<file path="config.mk">
export PLATFORM = sky130hd
export DESIGN_NAME = lsp_ctrl
export DESIGN_NICKNAME = d
export VERILOG_FILES = /design/src/rtl/core/lsp_pkg.sv /design/src/rtl/core/lsp_ctrl.sv
export SDC_FILE = /design/constraint.sdc
export NUM_CORES = 1
export LEC_CHECK = 0
export BUFFER_PORTS_ARGS = -buffer_cell sky130_fd_sc_hd__buf_2
export CAP_MARGIN = 10
export CORE_UTILIZATION = 50
export DETAILED_ROUTE_END_ITERATION = 12
export GPL_ROUTABILITY_DRIVEN = 0
export GPL_TIMING_DRIVEN = 0
export PLACE_DENSITY = 0.79
export SLEW_MARGIN = 5
export SYNTH_ARGS = -nofsm -noshare
export SYNTH_HDL_FRONTEND = slang
export SYNTH_SLANG_ARGS = --single-unit
</file>
<file path="constraint.sdc">
create_clock -name clock -period 2 [get_ports clock]
set_clock_uncertainty 0.05 [all_clocks]
set_input_delay 0.2 -clock clock [delete_from_list [all_inputs] [get_ports clock]]
set_output_delay 0.2 -clock clock [all_outputs]
set_load 0.1 [all_outputs]
</file>
<file path="src/rtl/core/lsp_pkg.sv">
// Shared types, codes and helper functions for the Matroska lace splitter.
package lsp_pkg;

   localparam int LACE_W = 9;        // lace count 1..256
   localparam logic [7:0] XIPH_CONT = 8'hFF;

   typedef enum logic [1:0] {
      MODE_NONE  = 2'd0,
      MODE_XIPH  = 2'd1,
      MODE_FIXED = 2'd2,
      MODE_EBML  = 2'd3
   } mode_type;

   typedef enum logic [2:0] {
      ERR_OK    = 3'd0,
      ERR_XIPH  = 3'd1,
      ERR_FIXED = 3'd2,
      ERR_VINT  = 3'd3,
      ERR_NEG   = 3'd4,
      ERR_SIZE  = 3'd5
   } err_type;

   typedef enum logic [3:0] {
      ST_IDLE, ST_XIPH, ST_EBML, ST_PAY, ST_SWAL, ST_DIV, ST_DIVCHK,
      ST_VDONE, ST_VAPPLY, ST_USED, ST_FIN, ST_SKRD, ST_SKCHK
   } state_type;

   typedef enum logic [3:0] {
      OP_NONE, OP_START, OP_XIPH, OP_EBML, OP_PAY, OP_SWAL, OP_DIV_STEP,
      OP_DIV_DONE, OP_VDONE, OP_VAPPLY, OP_USED, OP_FIN, OP_SK_CHK
   } op_type;

   typedef struct packed {
      op_type  op;
      logic    emit;
      logic    fault;
      err_type code;
   } cmd_type;

   typedef struct packed {
      logic     out_free;
      mode_type req_mode;
      mode_type mode;
      logic     first_last;
      logic     count_over;
      logic     b_zero;
      logic     b_full;
      logic     last_now;
      logic     vint_bad;
      logic     vint_done_now;
      logic     div_last;
      logic     div_rem_nz;
      logic     rem_zero;
      logic     allones;
      logic     cur_zero;
      logic     total_gt1;
      logic     neg_fault;
      logic     at_needed;
      logic     fin_fault;
      logic     lend_now;
      logic     rd_nonzero;
      logic     skip_end;
   } stat_type;

   // vint length from the leading marker bit
   function automatic logic [3:0] vint_len(input logic [7:0] b);
      logic [3:0] n;
      casez (b)
         8'b1???????: n = 4'd1;
         8'b01??????: n = 4'd2;
         8'b001?????: n = 4'd3;
         8'b0001????: n = 4'd4;
         8'b00001???: n = 4'd5;
         8'b000001??: n = 4'd6;
         8'b0000001?: n = 4'd7;
         default:     n = 4'd8;
      endcase
      return n;
   endfunction

   // all-ones value of a vint with 7 data bits per byte
   function automatic logic [55:0] vint_mask(input logic [3:0] len);
      logic [55:0] m;
      case (len)
         4'd1:    m = 56'h7F;
         4'd2:    m = 56'h3FFF;
         4'd3:    m = 56'h1F_FFFF;
         4'd4:    m = 56'hFFF_FFFF;
         4'd5:    m = 56'h7_FFFF_FFFF;
         4'd6:    m = 56'h3FF_FFFF_FFFF;
         4'd7:    m = 56'h1_FFFF_FFFF_FFFF;
         4'd8:    m = 56'hFF_FFFF_FFFF_FFFF;
         default: m = 56'h0;
      endcase
      return m;
   endfunction

endpackage

</file>
<file path="src/rtl/core/lsp_ctrl.sv">
// Controller state machine of the lace splitter: sequences header decode and payload.
module lsp_ctrl (
   input  logic              clock,
   input  logic              reset,
   input  logic              req_tvalid,
   output logic              req_tready,
   input  lsp_pkg::stat_type stat,
   output lsp_pkg::cmd_type  cmd
);
   import lsp_pkg::*;

   state_type state_ff, state_in;
   logic      go;
   logic      accept;

   assign go     = stat.out_free;
   assign accept = req_tvalid && req_tready;

   // next state
   always_comb begin
      state_in = state_ff;
      case (state_ff)
         ST_IDLE: begin
            if (accept) begin
               if (stat.req_mode == MODE_NONE) begin
                  state_in = stat.first_last ? ST_IDLE : ST_PAY;
               end else if (stat.count_over) begin
                  state_in = stat.first_last ? ST_IDLE : ST_SWAL;
               end else if (stat.req_mode == MODE_XIPH) begin
                  if (stat.b_zero) state_in = ST_FIN;
                  else if (stat.first_last) state_in = ST_IDLE;
                  else state_in = ST_XIPH;
               end else if (stat.req_mode == MODE_FIXED) begin
                  state_in = ST_DIV;
               end else begin
                  state_in = stat.first_last ? ST_IDLE : ST_EBML;
               end
            end
         end
         ST_XIPH: begin
            if (accept) begin
               if (!stat.b_full) state_in = ST_USED;
               else if (stat.last_now) state_in = ST_IDLE;
            end
         end
         ST_EBML: begin
            if (accept) begin
               if (stat.vint_bad) state_in = stat.last_now ? ST_IDLE : ST_SWAL;
               else if (stat.vint_done_now) state_in = ST_VDONE;
            end
         end
         ST_PAY: begin
            if (accept) begin
               if (stat.last_now) state_in = ST_IDLE;
               else if (stat.lend_now && stat.mode != MODE_FIXED) state_in = ST_SKRD;
            end
         end
         ST_SWAL: begin
            if (accept && stat.last_now) state_in = ST_IDLE;
         end
         ST_DIV: begin
            if (go && stat.div_last) state_in = ST_DIVCHK;
         end
         ST_DIVCHK: begin
            if (go) begin
               if (stat.div_rem_nz) state_in = stat.rem_zero ? ST_IDLE : ST_SWAL;
               else state_in = stat.rem_zero ? ST_IDLE : ST_PAY;
            end
         end
         ST_VDONE: begin
            if (go) begin
               if (stat.allones) state_in = stat.rem_zero ? ST_IDLE : ST_SWAL;
               else if (!stat.cur_zero) state_in = ST_VAPPLY;
               else if (stat.total_gt1) state_in = ST_USED;
               else state_in = ST_FIN;
            end
         end
         ST_VAPPLY: begin
            if (go) begin
               if (stat.neg_fault) state_in = stat.rem_zero ? ST_IDLE : ST_SWAL;
               else state_in = ST_USED;
            end
         end
         ST_USED: begin
            if (go) begin
               if (stat.at_needed) state_in = ST_FIN;
               else if (stat.rem_zero) state_in = ST_IDLE;
               else if (stat.mode == MODE_XIPH) state_in = ST_XIPH;
               else state_in = ST_EBML;
            end
         end
         ST_FIN: begin
            if (go) begin
               if (stat.fin_fault) state_in = stat.rem_zero ? ST_IDLE : ST_SWAL;
               else state_in = stat.rem_zero ? ST_IDLE : ST_SKRD;
            end
         end
         ST_SKRD: begin
            if (go) state_in = ST_SKCHK;
         end
         ST_SKCHK: begin
            if (go) begin
               if (stat.rd_nonzero || stat.skip_end) state_in = ST_PAY;
               else state_in = ST_SKRD;
            end
         end
         default: state_in = ST_IDLE;
      endcase
   end

   // outputs
   always_comb begin
      cmd.op     = OP_NONE;
      cmd.emit   = 1'b0;
      cmd.fault  = 1'b0;
      cmd.code   = ERR_OK;
      req_tready = 1'b0;
      case (state_ff)
         ST_IDLE: begin
            req_tready = go;
            if (accept) begin
               cmd.op = OP_START;
               if (stat.req_mode == MODE_NONE) begin
                  cmd.emit = 1'b1;
               end else if (stat.count_over) begin
                  cmd.fault = 1'b1;
                  cmd.code  = ERR_SIZE;
               end else if (stat.req_mode == MODE_XIPH) begin
                  if (!stat.b_zero && stat.first_last) begin
                     cmd.fault = 1'b1;
                     cmd.code  = ERR_XIPH;
                  end
               end else if (stat.req_mode == MODE_EBML && stat.first_last) begin
                  cmd.fault = 1'b1;
                  cmd.code  = ERR_VINT;
               end
            end
         end
         ST_XIPH: begin
            req_tready = go;
            if (accept) begin
               cmd.op = OP_XIPH;
               if (stat.b_full && stat.last_now) begin
                  cmd.fault = 1'b1;
                  cmd.code  = ERR_XIPH;
               end
            end
         end
         ST_EBML: begin
            req_tready = go;
            if (accept) begin
               cmd.op = OP_EBML;
               if (stat.vint_bad) begin
                  cmd.fault = 1'b1;
                  cmd.code  = ERR_VINT;
               end
            end
         end
         ST_PAY: begin
            req_tready = go;
            if (accept) begin
               cmd.op   = OP_PAY;
               cmd.emit = 1'b1;
            end
         end
         ST_SWAL: begin
            req_tready = go;
            if (accept) cmd.op = OP_SWAL;
         end
         ST_DIV: begin
            if (go) cmd.op = OP_DIV_STEP;
         end
         ST_DIVCHK: begin
            if (go) begin
               if (stat.div_rem_nz) begin
                  cmd.fault = 1'b1;
                  cmd.code  = ERR_FIXED;
               end else begin
                  cmd.op = OP_DIV_DONE;
               end
            end
         end
         ST_VDONE: begin
            if (go) begin
               if (stat.allones) begin
                  cmd.fault = 1'b1;
                  cmd.code  = ERR_VINT;
               end else begin
                  cmd.op = OP_VDONE;
               end
            end
         end
         ST_VAPPLY: begin
            if (go) begin
               if (stat.neg_fault) begin
                  cmd.fault = 1'b1;
                  cmd.code  = ERR_NEG;
               end else begin
                  cmd.op = OP_VAPPLY;
               end
            end
         end
         ST_USED: begin
            if (go) begin
               cmd.op = OP_USED;
               // header ran into the block end before all sizes were read
               if (!stat.at_needed && stat.rem_zero) begin
                  cmd.fault = 1'b1;
                  cmd.code  = (stat.mode == MODE_XIPH) ? ERR_XIPH : ERR_VINT;
               end
            end
         end
         ST_FIN: begin
            if (go) begin
               if (stat.fin_fault) begin
                  cmd.fault = 1'b1;
                  cmd.code  = ERR_SIZE;
               end else begin
                  cmd.op = OP_FIN;
               end
            end
         end
         ST_SKRD: begin
         end
         ST_SKCHK: begin
            if (go) cmd.op = OP_SK_CHK;
         end
         default: begin
         end
      endcase
   end

   always_ff @(posedge clock) begin
      if (reset) begin
         state_ff <= ST_IDLE;
      end else begin
         state_ff <= state_in;
      end
   end

`ifndef SYNTH
   a_skchk_order: assert property (@(posedge clock) disable iff (reset)
      (state_ff == ST_SKCHK) |-> ($past(state_ff) == ST_SKRD))
      else $error("size check without a RAM read cycle");
   a_divchk_order: assert property (@(posedge clock) disable iff (reset)
      (state_ff == ST_DIVCHK) |-> ($past(state_ff) == ST_DIV))
      else $error("remainder check without division");
   a_fault_exit: assert property (@(posedge clock) disable iff (reset)
      cmd.fault |=> (state_ff == ST_IDLE || state_ff == ST_SWAL))
      else $error("header fault did not end the block");
   a_ready_free: assert property (@(posedge clock) disable iff (reset)
      req_tready |-> stat.out_free)
      else $error("request taken while result register is blocked");
`endif

endmodule

</file>
# [Word-level counts from Yosys, hierarchy flattened]
# Cells that the tools add are included.
[word_totals] register_bits=4 latchBits=0 ramBits=0 mem_bits_ro=0 inputBits=27 output_inout_bits=10 elab_cells=133 n_memories=0
[classes] add_sub_neg=0 multipliers=0 div_mod_pow=0 order_cmp=0 n_eq_ne=33 shift=0 mux=84 n_bitwise=0 reduce_logical=15
[op_table] op="$mux W4" n=57
[op_table] op="$pmux W4 S13" n=1
[op_table] op="$pmux W4 S12" n=1
[op_table] op="$pmux W4 S8" n=1
[op_table] op="$ne A2 B2 Y1 const B" n=14
[op_table] op="$mux W3" n=9
[op_table] op="$eq A4 B4 Y1 const B" n=5
[op_table] op="$mux W2" n=10
[op_table] op="$eq A4 B3 Y1 const B" n=4
[op_table] op="$reduce_and A16 Y1" n=1
[op_table] op="$ne A3 B3 Y1 const B" n=3
[op_table] op="$eq A4 B2 Y1 const B" n=2
[op_table] op="$logic_and A1 B1 Y1" n=8
[op_table] op="$mux W6" n=1
[op_table] op="$reduce_or A5 Y1" n=1
[op_table] op="$eq A2 B1 Y1 const B" n=2
[op_table] op="$eq A2 B2 Y1 const B" n=2
[op_table] op="$eq A4 B1 Y1 const B" n=1
[op_table] op="$logic_not A4 Y1" n=1
[op_table] op="$mux W1" n=3
[op_table] op="$logic_not A1 Y1" n=2
[op_table] op="$logic_not A2 Y1" n=1
[op_table] op="$pmux W1 S2" n=1
[op_table] op="$logic_or A1 B1 Y1" n=1

# [Longest topological paths before layout]
# Gate-level depths: netlist of run 1.
[depth] word_depth=8 depth_mapped=8 depth_no_buf=5

# [Worst setup path before layout of run 1]
# OpenSTA, ideal clock, no wires.
[synth_timing] path_kind="reg-to-output" start="register state_ff[3]" end="output port cmd[8] (netlist name)" arrival_time_ps=3272 t_required_ps=1750 slack_ps=-1522 path_stages_with_launch=7 path_buffers=2 cell_sequence="dfxtp_1 buf_6 buf_2 nor4b_1 a21o_1 nand2_1 a21boi_0"
[synth_rtl] item="from (decl)" line="lsp_ctrl.sv:12" text="state_type state_ff, state_in;"
[synth_rtl] item="from (signal assigned)" line="lsp_ctrl.sv:237" text="state_ff <= state_in;"
[synth_rtl] item="to (decl)" line="lsp_ctrl.sv:8" text="output lsp_pkg::cmd_type cmd"

==> results of run 1 <==
==> kinds of logic after synthesis <==
kind of cell,count (synthesis)
AO/OA/AOI/OAI,60
XOR/XNOR,1
buffers and inverters,20
flip-flops,4
multiplexers,2
AND/OR/NAND/NOR,85
==> cells in the mapped netlist (2+ instances only) <==
| cell type | n | area [um^2] |
|---|---|---|
| nand2_1 | 20 | 75.1 |
| nand2b_1 | 6 | 37.5 |
| buf_4 | 2 | 15.0 |
| a211oi_1 | 3 | 22.5 |
| buf_2 | 7 | 35.0 |
| a21oi_1 | 13 | 65.1 |
| inv_1 | 6 | 22.5 |
| o22ai_1 | 2 | 12.5 |
| nor4b_1 | 4 | 35.0 |
| nor4_1 | 4 | 25.0 |
| a21o_1 | 2 | 15.0 |
| dfxtp_1 | 4 | 80.1 |
| a31oi_1 | 4 | 25.0 |
| a2111oi_0 | 2 | 17.5 |
| nor3b_1 | 6 | 45.0 |
| nor2b_1 | 8 | 50.1 |
| buf_6 | 2 | 22.5 |
| o21a_1 | 3 | 22.5 |
| nand3_1 | 9 | 45.0 |
| nand4_1 | 4 | 25.0 |
| a311oi_1 | 2 | 17.5 |
| o2bb2ai_1 | 3 | 26.3 |
| clkbuf_1 | 3 | 11.3 |
| and3_1 | 2 | 12.5 |
| nor2_1 | 11 | 41.3 |
| o31ai_1 | 3 | 22.5 |
| nor3_1 | 6 | 30.0 |
| o21ai_0 | 12 | 60.1 |
==> report_power, final <==
group,total [mW],internal (mW),switching [mW]
Combinational,0.924,0.373,0.551
Sequential,0.121,0.0936,0.0277
Clock,0.102,0.0672,0.0344
==> critical path, stage by stage, from the launching register on <==
cell and delay [ns]:
dfxtp_2 0.34, buf_6 0.15, nor2_4 0.18, nand4_1 0.21, o21ai_1 0.30, nand2_2 0.15
o2111ai_4 0.13, buf_12 0.20
==> metal layers <==
metal / vias to the layer above / part of all wire [%] / global-route usage (%) / wire (um)
met1: 824 / 33 / 48.3 / 2080
met5: - / 0 / 0 / 0
li1: 758 / - / - / -
met4: 0 / 10 / 17.6 / 639
met2: 253 / 40 / 59.4 / 2510
met3: 92 / 16 / 3.46 / 1020
==> per-stage QoR <==
stage	cells	hold slack (ns)	total power, mW	util, %
global placement	234	0.339	0.689	67.2
finish	251	0.109	1.15	92.1
global route	251	0.0963	1.18	92.1
floorplan	172	0.222	0.561	-
detailed placement	234	0.340	0.704	67.2
CTS	237	0.0892	0.907	78.0
==> layout make-up <==
type,instances,share of cell area (%)
buffer,12,7.53
clock buffer,3,1.22
inverter,6,1.22
multi-input combinational,148,57.4
sequential,4,5.02
tap,27,1.83
timing repair buffer,51,25.8
==> worst min path at each step <==
| stage | slack [ns] | endpoint |
|---|---|---|
| 3_5_place_dp | 0.34 | state_ff[2]$_SDFFE_PP0P_ |
| 5_1_grt | 0.1 | state_ff[2]$_SDFFE_PP0P_ |
| 6_report | 0.11 | state_ff[2]$_SDFFE_PP0P_ |
| 2_1_floorplan | 0.22 | state_ff[2]$_SDFFE_PP0P_ |
| 3_3_place_gp | 0.34 | state_ff[2]$_SDFFE_PP0P_ |
| 4_1_cts | 0.09 | state_ff[2]$_SDFFE_PP0P_ |
==> repair_timing <==
| item | CTS | global route |
|---|---|---|
| endpoints found under the setup margin | 10 | 10 |
| resized for setup | 57 | 34 |
| buffers inserted | 1 | 12 |
| pin swaps | 4 | 7 |
| cloned | 0 | 3 |
| endpoints found under the hold margin | 0 | 0 |
==> Implementation_results.wiki, run 1 <==
{| class="wikitable"
! Metric !! Value
|-
| Outcome || complete, but fails checks
|-
| Violations in the final reports || negative setup slack
|-
| Power density over the cells || just over 600 mW/mm^2
|-
| Flip-flop count of the largest register, all copies and words added || 4
|-
| Critical Path Source Type || flop
|-
| Hold_buf cts || 0
|-
| Area of the core || 0.00200 mm^2
|-
| Register with the highest flop count || state_ff
|-
| Vert. Die Dim || 48.6 um
|-
| R2R depth || 6
|-
| Starting DRT DRC Count || 341
|-
| Number of synthesis warnings || 0
|-
| Number of diodes added for antenna fixing || 0
|-
| Number of top-level pins || 37
|-
| Post-synthesis cell area || between 0.001 and 0.0015 mm^2
|-
| I/O Buffers || 35
|-
| Count of flip-flops with a built-in enable after synthesis || 0
|-
| All-Layer GR Usage || 36.6%
|-
| Count of distinct cell types in the synthesized netlist || 47
|-
| Combined area of the multi-input logic cells || 0.00106 mm^2
|-
| Die W || approximately 49 um
|-
| Type of destination of the critical path || output pin
|-
| Number of failing setup endpoints in the final timing report || 8
|-
| Remaining Overflow, GRT || 0
|-
| Portion of the post-synthesis area used by sequential elements || 7.38%
|-
| Share of synthesized area spent on multiplexers || 1.96%
|-
| Number of DRC violations after detailed routing || 0
|-
| Largest net degree at the start of global routing || 20
|-
| Count of endpoints failing hold in the final timing report || 0
|-
| Nets@finish || 253
|-
| Detailed-route wire length || 6250 um
|-
| Setup slack on the worst flop-to-flop path || -0.07 ns
|-
| Critical hold path startpoint || reset
|-
| Critical path launch point || state_ff[2]$_SDFFE_PP0P_
|-
| Highest fanout seen on the critical path || 10
|-
| Post-route ant nets || 0
|-
| Final WS setup || -0.146 ns
|-
| Via count of the first global-routing pass || about 1500
|-
| Number of cells on the worst hold path || 2
|-
| FILL cells || 86
|-
| Measured slew at the worst slew-check pin || 0.589 ns
|-
| Area overhead of the layout relative to synthesis || 70.0%
|-
| Clock slew at the register clock pins of the worst setup and hold paths || 0.04 ns
|-
| Max Slew Vio Count || 0
|-
| Final period util || 107%
|-
| Fin Setup TNS || -0.649 ns
|-
| Fmax achieved || roughly 470 MHz
|-
| Detailed placement HPWL || 2920 um
|-
| Worst-case clock buffer depth || 2
|-
| Clock Sink Count || 4
|-
| Post-route cell area || ~0.0018 mm^2
|-
| Synthesized instance count || 172
|-
| Standard cell area after detailed placement || 0.00135 mm^2
|-
| Share of final-layout standard cells stronger than drive strength 1 || between 40% and 50%
|-
| Starting utilization of the core area || a little over half
|-
| Most used flip-flop cell after synthesis || dfxtp_1
|-
| Die footprint || 0.00236 mm^2
|-
| Maximum vdd drop || 0.684 mV
|-
| Net count after synthesis || 199
|-
| Number of antenna violations at the first check in global routing || 0
|-
| Number of buffers created by CTS || 3
|-
| Count of vias placed by the detailed router || 1927
|-
| First-pass iteration count of the detailed router || 5
|-
| Count of standard-cell rows || 16
|-
| Setup Crit Path Kind || flop to output pin
|-
| Capture instance of the worst register-to-register path || state_ff[2]$_SDFFE_PP0P_
|-
| Post-place setup slack || -0.380 ns
|-
| Worst setup path end || cmd[3]
|-
| Biggest registers after layout || state_ff (4)
|-
| Fraction of registers with async set or reset after synthesis || 0%
|-
| Max-capacitance violation count || 0
|-
| Clock latency on the worst-skew pair || roughly 0.24 ns
|-
| Relative max-transition margin || 60.4%
|-
| Final critical-path required period || 2.15 ns
|-
| H-Tree Level Count || 1
|-
| Leakage power figure || between 0.7 and 0.8 nW
|-
| Vias per std cell || approximately 7.7
|-
| Adder-cell share of the synthesized area || 0%
|-
| Post-Synth Simple-Gate Area || 42.3%
|-
| Mean cell area of the mapped netlist || roughly 6.3 um^2
|-
| CTS root buf || clkbuf_4
|-
| CTS tree || yes
|-
| Number of register bits inferred by synthesis || 4
|-
| Main combinational cell family by area after synthesis || simple AND/OR/NAND/NOR gates
|-
| Commonest non-fill, non-tap cells in the layout || 25 x buf_2, 17 x nand2_1, 13 x buf_4, 12 x a21oi_1, 8 x nor2_1
|-
| Worst reg2reg startpoint || state_ff[2]$_SDFFE_PP0P_
|-
| Class of the worst hold path || input pin to flop
|-
| Average wire per standard cell || ~25 um
|-
| Most common library cell in the layout ignoring fill and taps || buf_2
|-
| Crit path DAT || 1.90 ns
|-
| Register area || approximately 93 um^2
|-
| Xor and xnor fraction of the mapped netlist area || 0.807%
|-
| First-pass GRT wire length || 6880 um
|-
| Synth Area in Compound Gates || 37.7%
|-
| Data required time at the worst endpoint || 1.75 ns
|}
Note: power is estimated with default switching activity, not from simulation.
==> run 2: changes to the inputs <==
- ABC_AREA: unset -> 1
- CORE_UTILIZATION: 50 -> 51
- PLACE_DENSITY: 0.79 -> 0.8
- SLEW_MARGIN: 5 -> unset
==> run 2 against run 1 <==
Compared with the run above:
- the flow still finishes with violations (negative setup slack)
- global-route usage shrank 4.0 points
- combinational power grew 48%
- core utilization shrank 9.1 points
- non-clock buffer count shrank 17
- setup slack gained 0.10 ns
- routed wire length shrank 37%
- design area shrank 9.8%
- via count shrank 12%
- maximum frequency grew 4.9%
- sequential share of layout area grew 0.55 points
- first-iteration DRC count shrank 78%
- critical path type unchanged
==> Implementation_results.wiki, run 2 <==
{| class="wikitable"
! Metric !! Value
|-
| Final critical-path required period || 2.05 ns (-0.101 ns)
|-
| Post-synth top cells || 65 x nand2_1, 45 x nor2_1, 37 x inv_1, 32 x nand3_1
|-
| Count of flip-flops with a built-in enable after synthesis || 0 (unchanged)
|-
| Number of failing setup endpoints in the final timing report || 1 (-7)
|-
| Number of synthesis warnings || 0 (unchanged)
|-
| Tightest hold margin || 0.175 ns (+0.0657 ns)
|-
| Biggest registers after layout || state_ff (4)
|-
| Cell accounting for the most synthesized area || nand2_1
|-
| Main combinational cell family by area after synthesis || simple AND/OR/NAND/NOR gates
|-
| I/O Buffers || 35 (unchanged)
|-
| Portion of the post-synthesis area used by sequential elements || 7.16% (-0.22 points)
|-
| Count of vias placed by the detailed router || 1687 (-12%)
|-
| Count of endpoints failing hold in the final timing report || 0 (unchanged)
|-
| Setup Crit Path Kind || flop to output pin
|-
| Fraction of registers with async set or reset after synthesis || 0% (unchanged)
|-
| H-Tree Level Count || 1 (unchanged)
|-
| Commonest non-fill, non-tap cells in the layout || 58 x nand2_1, 40 x nor2_1, 36 x inv_1, 31 x nand3_1, 27 x buf_2
|-
| Count of standard-cell rows || 16 (unchanged)
|-
| Die footprint || 0.00238 mm^2 (+1.0%)
|-
| Worst-path cell with the longest stage delay || dfxtp_4
|-
| Hold_buf cts || 0 (unchanged)
|-
| Measured slew at the worst slew-check pin || 0.483 ns (-0.106 ns)
|-
| Cell with the most instances after synthesis || nand2_1
|-
| Clock slew at the register clock pins of the worst setup and hold paths || 0.04 ns (about the same)
|-
| Share of final-layout standard cells stronger than drive strength 1 || 32.3% (-11 points)
|-
| Worst-case clock buffer depth || 2 (unchanged)
|-
| Detailed-route wire length || 3960 um (-37%)
|-
| Starting utilization of the core area || 55.9% (+1.7 points)
|-
| Count of distinct cell types in the synthesized netlist || 22 (-53%)
|-
| Number of DRC violations after detailed routing || 0 (unchanged)
|-
| Net count after synthesis || 261 (+31%)
|-
| Max Slew Vio Count || 0 (unchanged)
|-
| Critical Path Source Type || flop
|-
| Xor and xnor fraction of the mapped netlist area || 0% (-0.81 points)
|-
| Overall power of the completed layout || 1.65 mW (+44%)
|-
| Data required time at the worst endpoint || 1.75 ns (about the same)
|-
| Area overhead of the layout relative to synthesis || 48.7%
|-
| Synthesized instance count || 234 (+36%)
|-
| Number of top-level pins || 37 (unchanged)
|-
| Post-route cell area || 0.00166 mm^2 (-9.8%)
|-
| Via count of the first global-routing pass || 1449 (-2.8%)
|-
| CP Cell Sequence || nor2_4, nand2_2, nand2_2, nand2_4, nor2_4, nand2_4, nor3_4, nor2_2, nand3b_1, buf_12
|-
| Number of register bits inferred by synthesis || 4 (unchanged)
|-
| Area of the core || 0.00200 mm^2 (unchanged)
|-
| Buffers & Inverters on Critical Path || 1 (-1)
|-
| Largest net degree at the start of global routing || 11 (-45%)
|-
| Type of destination of the critical path || output pin
|-
| FILL cells || 168 (+95%)
|-
| Standard cell area after detailed placement || 0.00140 mm^2 (+3.8%)
|-
| Maximum vdd drop || 0.769 mV (+13%)
|-
| Detailed placement HPWL || 2900 um (-0.61%)
|-
| Setup slack on the worst flop-to-flop path || 0.37 ns (+0.44 ns)
|-
| Nets@finish || 310 (+23%)
|-
| Number of buffers created by CTS || 3 (unchanged)
|-
| Post-place setup slack || -0.125 ns (+0.255 ns)
|-
| Vert. Die Dim || 48.8 um (+0.51%)
|-
| Leakage power figure || 0.971 nW (+33%)
|-
| CTS tree || yes
|-
| Average wire per standard cell || 12.8 um (-49%)
|-
| Combined area of the multi-input logic cells || 997 um^2 (-5.8%)
|-
| Fmax achieved || 489 MHz (+4.9%)
|-
| Violations in the final reports || negative setup slack
|-
| Flip-flop count of the largest register, all copies and words added || 4 (unchanged)
|-
| Count of placed standard cells in the final layout, fillers left out || 309 (+23%)
|-
| Starting DRT DRC Count || 76 (-78%)
|-
| Post-Synth Simple-Gate Area || 70.8% (+28 points)
|-
| Fin Setup TNS || -0.0452 ns (+0.603 ns)
|-
| All-Layer GR Usage || 32.5% (-4.0 points)
|-
| Vias per std cell || 5.46 (-29%)
|-
| Number of cells after detailed placement || 296 (+26%)
|-
| First-pass iteration count of the detailed router || 4 (-1)
|-
| First-pass GRT wire length || 6130 um (-11%)
|-
| Power density over the cells || 995 mW/mm^2 (+60%)
|-
| Most common library cell in the layout ignoring fill and taps || nand2_1
|-
| Remaining Overflow, GRT || 0 (unchanged)
|-
| Mean cell area of the mapped netlist || 4.78 um^2 (-24%)
|-
| Synth Area in Compound Gates || 7.16% (-31 points)
|-
| Class of the worst hold path || input pin to flop
|-
| Most used flip-flop cell after synthesis || dfxtp_1
|-
| Number of antenna violations at the first check in global routing || 0 (unchanged)
|-
| Largest incremental delay on the critical path || 0.36 ns (+0.02 ns)
|-
| Highest fanout seen on the critical path || 5 (-5)
|-
| Clock Sink Count || 4 (unchanged)
|-
| Clock latency on the worst-skew pair || 0.24 ns (about the same)
|-
| Register area || 92.6 um^2 (unchanged)
|-
| Final period util || 102% (-5.1 points)
|-
| Outcome || complete, but fails checks
|-
| CTS root buf || clkbuf_4
|-
| Final Util || 83.1% (-9.1 points)
|-
| Register with the highest flop count || state_ff
|-
| Main area contributors after synthesis || nand2_1 22%, nor2_1 15%, nand3_1 14%
|-
| Post-route ant nets || 0 (unchanged)
|-
| Post-synthesis cell area || 0.00112 mm^2 (+3.1%)
|-
| Unrepaired setup endpoints after global routing || yes
|-
| Crit path DAT || 1.80 ns (-0.10 ns)
|-
| Synth top area share || 21.8% (+14 points)
|-
| Number of diodes added for antenna fixing || 0 (unchanged)
|-
| Relative max-transition margin || 68.0% (+7.6 points)
|-
| Max-capacitance violation count || 0 (unchanged)
|-
| Kind of cell adding the most delay to the critical path || simple AND/OR/NAND/NOR gates
|-
| Die W || 48.8 um (+0.51%)
|-
| Final WS setup || -0.0452 ns (+0.101 ns)
|-
| Share of synthesized area spent on multiplexers || 0% (-2.0 points)
|-
| Adder-cell share of the synthesized area || 0% (unchanged)
|}
==> run 2: changes by cell type after synthesis, sizes merged, moves of 6 or more <==
| cell | delta |
|---|---|
| nand2b | -6 |
| nand3 | +25 |
| nand2 | +49 |
| nor3b | -6 |
| inv | +36 |
| buf | -10 |
| nor2 | +42 |
| nor2b | -8 |
| a21oi | -10 |
==> run 2: final timing paths <==
| path | startpoint | depth (start not counted) | end |
|---|---|---|---|
| worst max-delay path | state_ff[0]$_SDFFE_PP0P_ | 10 | cmd[3] |
| worst min register to register | state_ff[0]$_SDFFE_PP0P_ | 4 | state_ff[0]$_SDFFE_PP0P_ |
| worst min-delay path | reset | 4 | state_ff[3]$_SDFFE_PP0P_ |
| worst max register to register | state_ff[2]$_SDFFE_PP0P_ | 12 | state_ff[0]$_SDFFE_PP0P_ |
==> run 2: layer usage <==
| layer | wire [um] | GRT usage, % | part of all wire (%) | vias up |
|---|---|---|---|---|
| li1 | - | - | - | 838 |
| met1 | 1690 | 41.5 | 43 | 751 |
| met2 | 1870 | 55.1 | 47 | 86 |
| met3 | 301 | 4.67 | 7.6 | 12 |
| met4 | 97 | 12.3 | 2.4 | 0 |
| met5 | 0 | 0 | 0 | - |
==> run 2: layout make-up <==
| type | instances | share of cell area, % |
|---|---|---|
| clock buffer | 4 | 1.58 |
| sequential | 4 | 5.57 |
| buffer | 2 | 0.527 |
| timing repair buffer | 44 | 20.3 |
| inverter | 42 | 10.0 |
| tap | 27 | 2.03 |
| multi-input combinational | 186 | 60.0 |
==> run 2: report_power, final <==
| group | switching, mW | leakage (nW) | internal, mW |
|---|---|---|---|
| sequential | 0.0496 | 0.0354 | 0.118 |
| clock | 0.0359 | 0.0150 | 0.0750 |
| combinational | 0.930 | 0.921 | 0.445 |
==> run 2: kinds of logic (layout without fill, tap and decap cells) <==
family,after synthesis,in the layout
compound gates,15,15
flops,4,4
simple gates,171,171
buf+inv,44,92
==> run 2: repair_timing <==
action | CTS | global route
buffers inserted | 2 | 7
pin swaps | 3 | 9
setup endpoints to repair | 9 | 9
gates resized for setup | 21 | 26
gates cloned | 0 | 0
==> run 2: tightest hold or removal path: cells and delay by family <==
| family | cells | cell delay [ns] |
|---|---|---|
| buffers and inverters | 2 | 0.13 |
| AND/OR/NAND/NOR | 2 | 0.10 |
==> run 3: changes to the inputs <==
- CELL_PAD_IN_SITES_DETAIL_PLACEMENT: unset -> 1
- CELL_PAD_IN_SITES_GLOBAL_PLACEMENT: unset -> 2
- CORE_UTILIZATION: 51 -> 23
- PLACE_DENSITY: 0.8 -> 0.79
==> run 3 against run 2 <==
Compared with the run above:
- the run now ends clean
- largest power group unchanged
- first-iteration DRC count decreased by 22%
- cell count rose by 9.4%
- register-to-register slack about the same
- clock power grew 64%
- sequential share of layout area decreased by 0.12 points
==> Implementation_results.wiki, run 3 (synthesized netlist as in run 2, its figures left out) <==
{| class="wikitable"
! Metric !! Value
|-
| Outcome || finished clean
|-
| Final WS setup || 0.0316 ns (+0.0768 ns)
|-
| Data required time at the worst endpoint || 1.75 ns (about the same)
|-
| Buffers & Inverters on Critical Path || 1 (unchanged)
|-
| Vias per std cell || 4.87 (-11%)
|-
| Largest incremental delay on the critical path || 0.34 ns (-0.02 ns)
|-
| Routed metal-1 wirelength || 2210 um (+31%)
|-
| Combined area of the multi-input logic cells || 986 um^2 (-1.1%)
|-
| Area overhead of the layout relative to synthesis || 51.9%
|-
| Count of vias placed by the detailed router || 1646 (-2.4%)
|-
| Starting utilization of the core area || 23.8% (-32 points)
|-
| Worst reg2reg startpoint || state_ff[2]$_SDFFE_PP0P_
|-
| I/O Buffers || 35 (unchanged)
|-
| Worst-path cell with the longest stage delay || dfxtp_2
|-
| Number of cells on the worst hold path || 4 (unchanged)
|-
| Top Metal Used || met4
|-
| Clock latency on the worst-skew pair || 0.22 ns (-0.02 ns)
|-
| Biggest registers after layout || state_ff (4)
|-
| Setup Crit Path Kind || flop to output pin
|-
| Starting DRT DRC Count || 59 (-22%)
|-
| Measured slew at the worst slew-check pin || 0.482 ns (-0.00118 ns)
|-
| Clock slew at the register clock pins of the worst setup and hold paths || 0.04 ns (about the same)
|-
| R2R depth || 12 (unchanged)
|-
| Power dissipated by switching net loads || 1.04 mW (+2.5%)
|-
| Count of standard-cell rows || 25 (+9)
|-
| Number of diodes added for antenna fixing || 0 (unchanged)
|-
| Capture instance of the worst register-to-register path || state_ff[0]$_SDFFE_PP0P_
|-
| Number of antenna violations at the first check in global routing || 0 (unchanged)
|-
| Most common library cell in the layout ignoring fill and taps || nand2_1
|-
| Die footprint || 0.00515 mm^2 (+120%)
|-
| Detail Route met2 WL || 2270 um (+21%)
|-
| Average wire per standard cell || 13.7 um (+6.8%)
|-
| Die W || 71.7 um (+47%)
|-
| Critical Path Source Type || flop
|-
| Post-route ant nets || 0 (unchanged)
|-
| Nets@finish || 312 (+0.65%)
|-
| Power density over the cells || 1010 mW/mm^2 (+1.3%)
|-
| Hold_buf cts || 0 (unchanged)
|-
| Unrepaired setup endpoints after global routing || yes
|-
| Type of destination of the critical path || output pin
|-
| Number of DRC violations after detailed routing || 0 (unchanged)
|-
| Share of total power consumed by net switching || 60.8% (-0.62 points)
|-
| Detailed-route wire length || 4630 um (+17%)
|-
| Count of endpoints failing hold in the final timing report || 0 (unchanged)
|-
| Endpoint, Worst Hold || state_ff[3]$_SDFFE_PP0P_
|-
| Number of failing setup endpoints in the final timing report || 0 (-1)
|-
| Share of final-layout standard cells stronger than drive strength 1 || 32.7% (+0.48 points)
|-
| Int Power || 0.672 mW (+5.2%)
|-
| Combinational share of power || 79.0% (-4.1 points)
|-
| Worst-case clock buffer depth || 2 (unchanged)
|-
| Clock network fraction of design power || 10.6% (+3.9 points)
|-
| Final critical-path required period || 1.97 ns (-0.0768 ns)
|-
| Maximum vdd drop || 0.340 mV (-56%)
|-
| Crit path DAT || 1.72 ns (-0.08 ns)
|-
| Number of buffers created by CTS || 3 (unchanged)
|-
| Commonest non-fill, non-tap cells in the layout || 59 x nand2_1, 41 x nor2_1, 35 x inv_1, 30 x nand3_1, 27 x buf_2
|-
| Fmax achieved || 508 MHz (+3.9%)
|-
| Relative max-transition margin || 68.1% (+0.079 points)
|-
| FILL cells || 663 (+290%)
|-
| Critical hold path startpoint || reset
|-
| Vert. Die Dim || 71.7 um (+47%)
|-
| Clock Sink Count || 4 (unchanged)
|-
| First-pass iteration count of the detailed router || 4 (unchanged)
|-
| Register with the highest flop count || state_ff
|-
| Critical path launch point || state_ff[1]$_SDFFE_PP0P_
|-
| Detailed placement HPWL || 3810 um (+31%)
|-
| CP Cell Sequence || nor2_4, nand2_2, nand2_2, nand2_4, nor2_4, nand2_2, nor3_2, nor2_1, nand3b_1, buf_12
|-
| Setup slack on the worst flop-to-flop path || 0.36 ns (about the same)
|-
| Highest fanout seen on the critical path || 5 (unchanged)
|-
| Max Slew Vio Count || 0 (unchanged)
|-
| Number of top-level pins || 37 (unchanged)
|-
| Post-place setup slack || -0.159 ns (-0.0343 ns)
|-
| Length of routed met3 wiring || 117 um (-61%)
|-
| Flip-flop count of the largest register, all copies and words added || 4 (unchanged)
|-
| Remaining Overflow, GRT || 0 (unchanged)
|-
| Max-capacitance violation count || 0 (unchanged)
|-
| Count of placed standard cells in the final layout, fillers left out || 338 (+9.4%)
|-
| CTS root buf || clkbuf_8
|-
| Cell with the most instances on the worst path || nand2_2
|-
| Kind of cell adding the most delay to the critical path || simple AND/OR/NAND/NOR gates
|-
| Leakage power figure || 0.973 nW (+0.14%)
|-
| H-Tree Level Count || 1 (unchanged)
|-
| Register share of total power || 10.4% (+0.2 points)
|-
| Largest net degree at the start of global routing || 11 (unchanged)
|-
| Area of the core || 0.00469 mm^2 (+130%)
|-
| All-Layer GR Usage || 17.9% (-15 points)
|-
| First-pass GRT wire length || 7380 um (+20%)
|-
| Via count of the first global-routing pass || 1581 (+9.1%)
|-
| Final period util || 98.4% (-3.8 points)
|-
| Register area || 92.6 um^2 (unchanged)
|-
| Class of the worst hold path || input pin to flop
|-
| CTS tree || yes
|-
| Number of cells after detailed placement || 323 (+9.1%)
|}
## run 3: changes by cell type in the layout (fill, tap and decap cells not counted), moves of 2 or more
cell	change
buf_12	-2
buf_4	+3
buf_6	+2
clkbuf_4	-3
clkbuf_8	+3
inv_4	-2
inv_6	+2
nand2_4	-2
nor2_2	-2
## run 3: layout make-up
type / instances / share of cell area [%]
plain buffers: 2 / 0.515
clock buffers: 4 / 2.65
inverters: 42 / 10.1
multi-input cells: 186 / 58.0
flip-flops and latches: 4 / 5.45
well taps: 54 / 3.98
repair buffers: 46 / 19.3
## run 3: what timing repair did
action / 4_1_cts / 5_1_grt
endpoints found under the setup margin: 9 / 7
pin swaps: 7 / 6
setup buffers: 5 / 6
gates resized for setup: 28 / 12
## run 3: how the worst max path moves through the flow
stage | to | slack (ns) | depth (start not counted)
floorplan | cmd[5] | -0.59 | 9
CTS | cmd[3] | 0.01 | 8
detailed placement | cmd[3] | -0.16 | 10
finish | cmd[3] | 0.03 | 10
global route | cmd[3] | -0.06 | 10
global placement | cmd[3] | -0.15 | 10
## run 3: power by group through the flow
stage / combinational (mW) / sequential, mW / clock, mW
6_report: 1.35 / 0.177 / 0.182
5_1_grt: 1.46 / 0.183 / 0.189
2_1_floorplan: 0.907 / 0.157 / 0
4_1_cts: 1.29 / 0.173 / 0.187
3_5_place_dp: 1.16 / 0.165 / 0
3_3_place_gp: 1.15 / 0.166 / 0
## run 3: stage by stage
stage	area [um^2]	power (mW)	util (%)	setup TNS, ns	hold slack, ns
after floorplan	1190	1.06	-	-2.05	0.320
after global placement	1430	1.31	30.5	-0.653	0.434
after detailed placement	1430	1.32	30.5	-0.673	0.435
after CTS	1610	1.65	34.3	0	0.202
after global routing	1700	1.83	36.2	-0.0629	0.217
final	1700	1.71	36.2	0	0.205
## run 3: tightest hold or removal path: cells and delay by family
kind                   cells  cell delay [ns]
buffers and inverters      2             0.13
AND/OR/NAND/NOR            2             0.10
## run 3: per-layer routing
| layer | up-vias | GRT usage [%] |
|---|---|---|
| met4 | 0 | 1.96 |
| met2 | 30 | 31.6 |
| met5 | - | 0 |
| li1 | 839 | - |
| met1 | 773 | 24.8 |
| met3 | 4 | 0.985 |
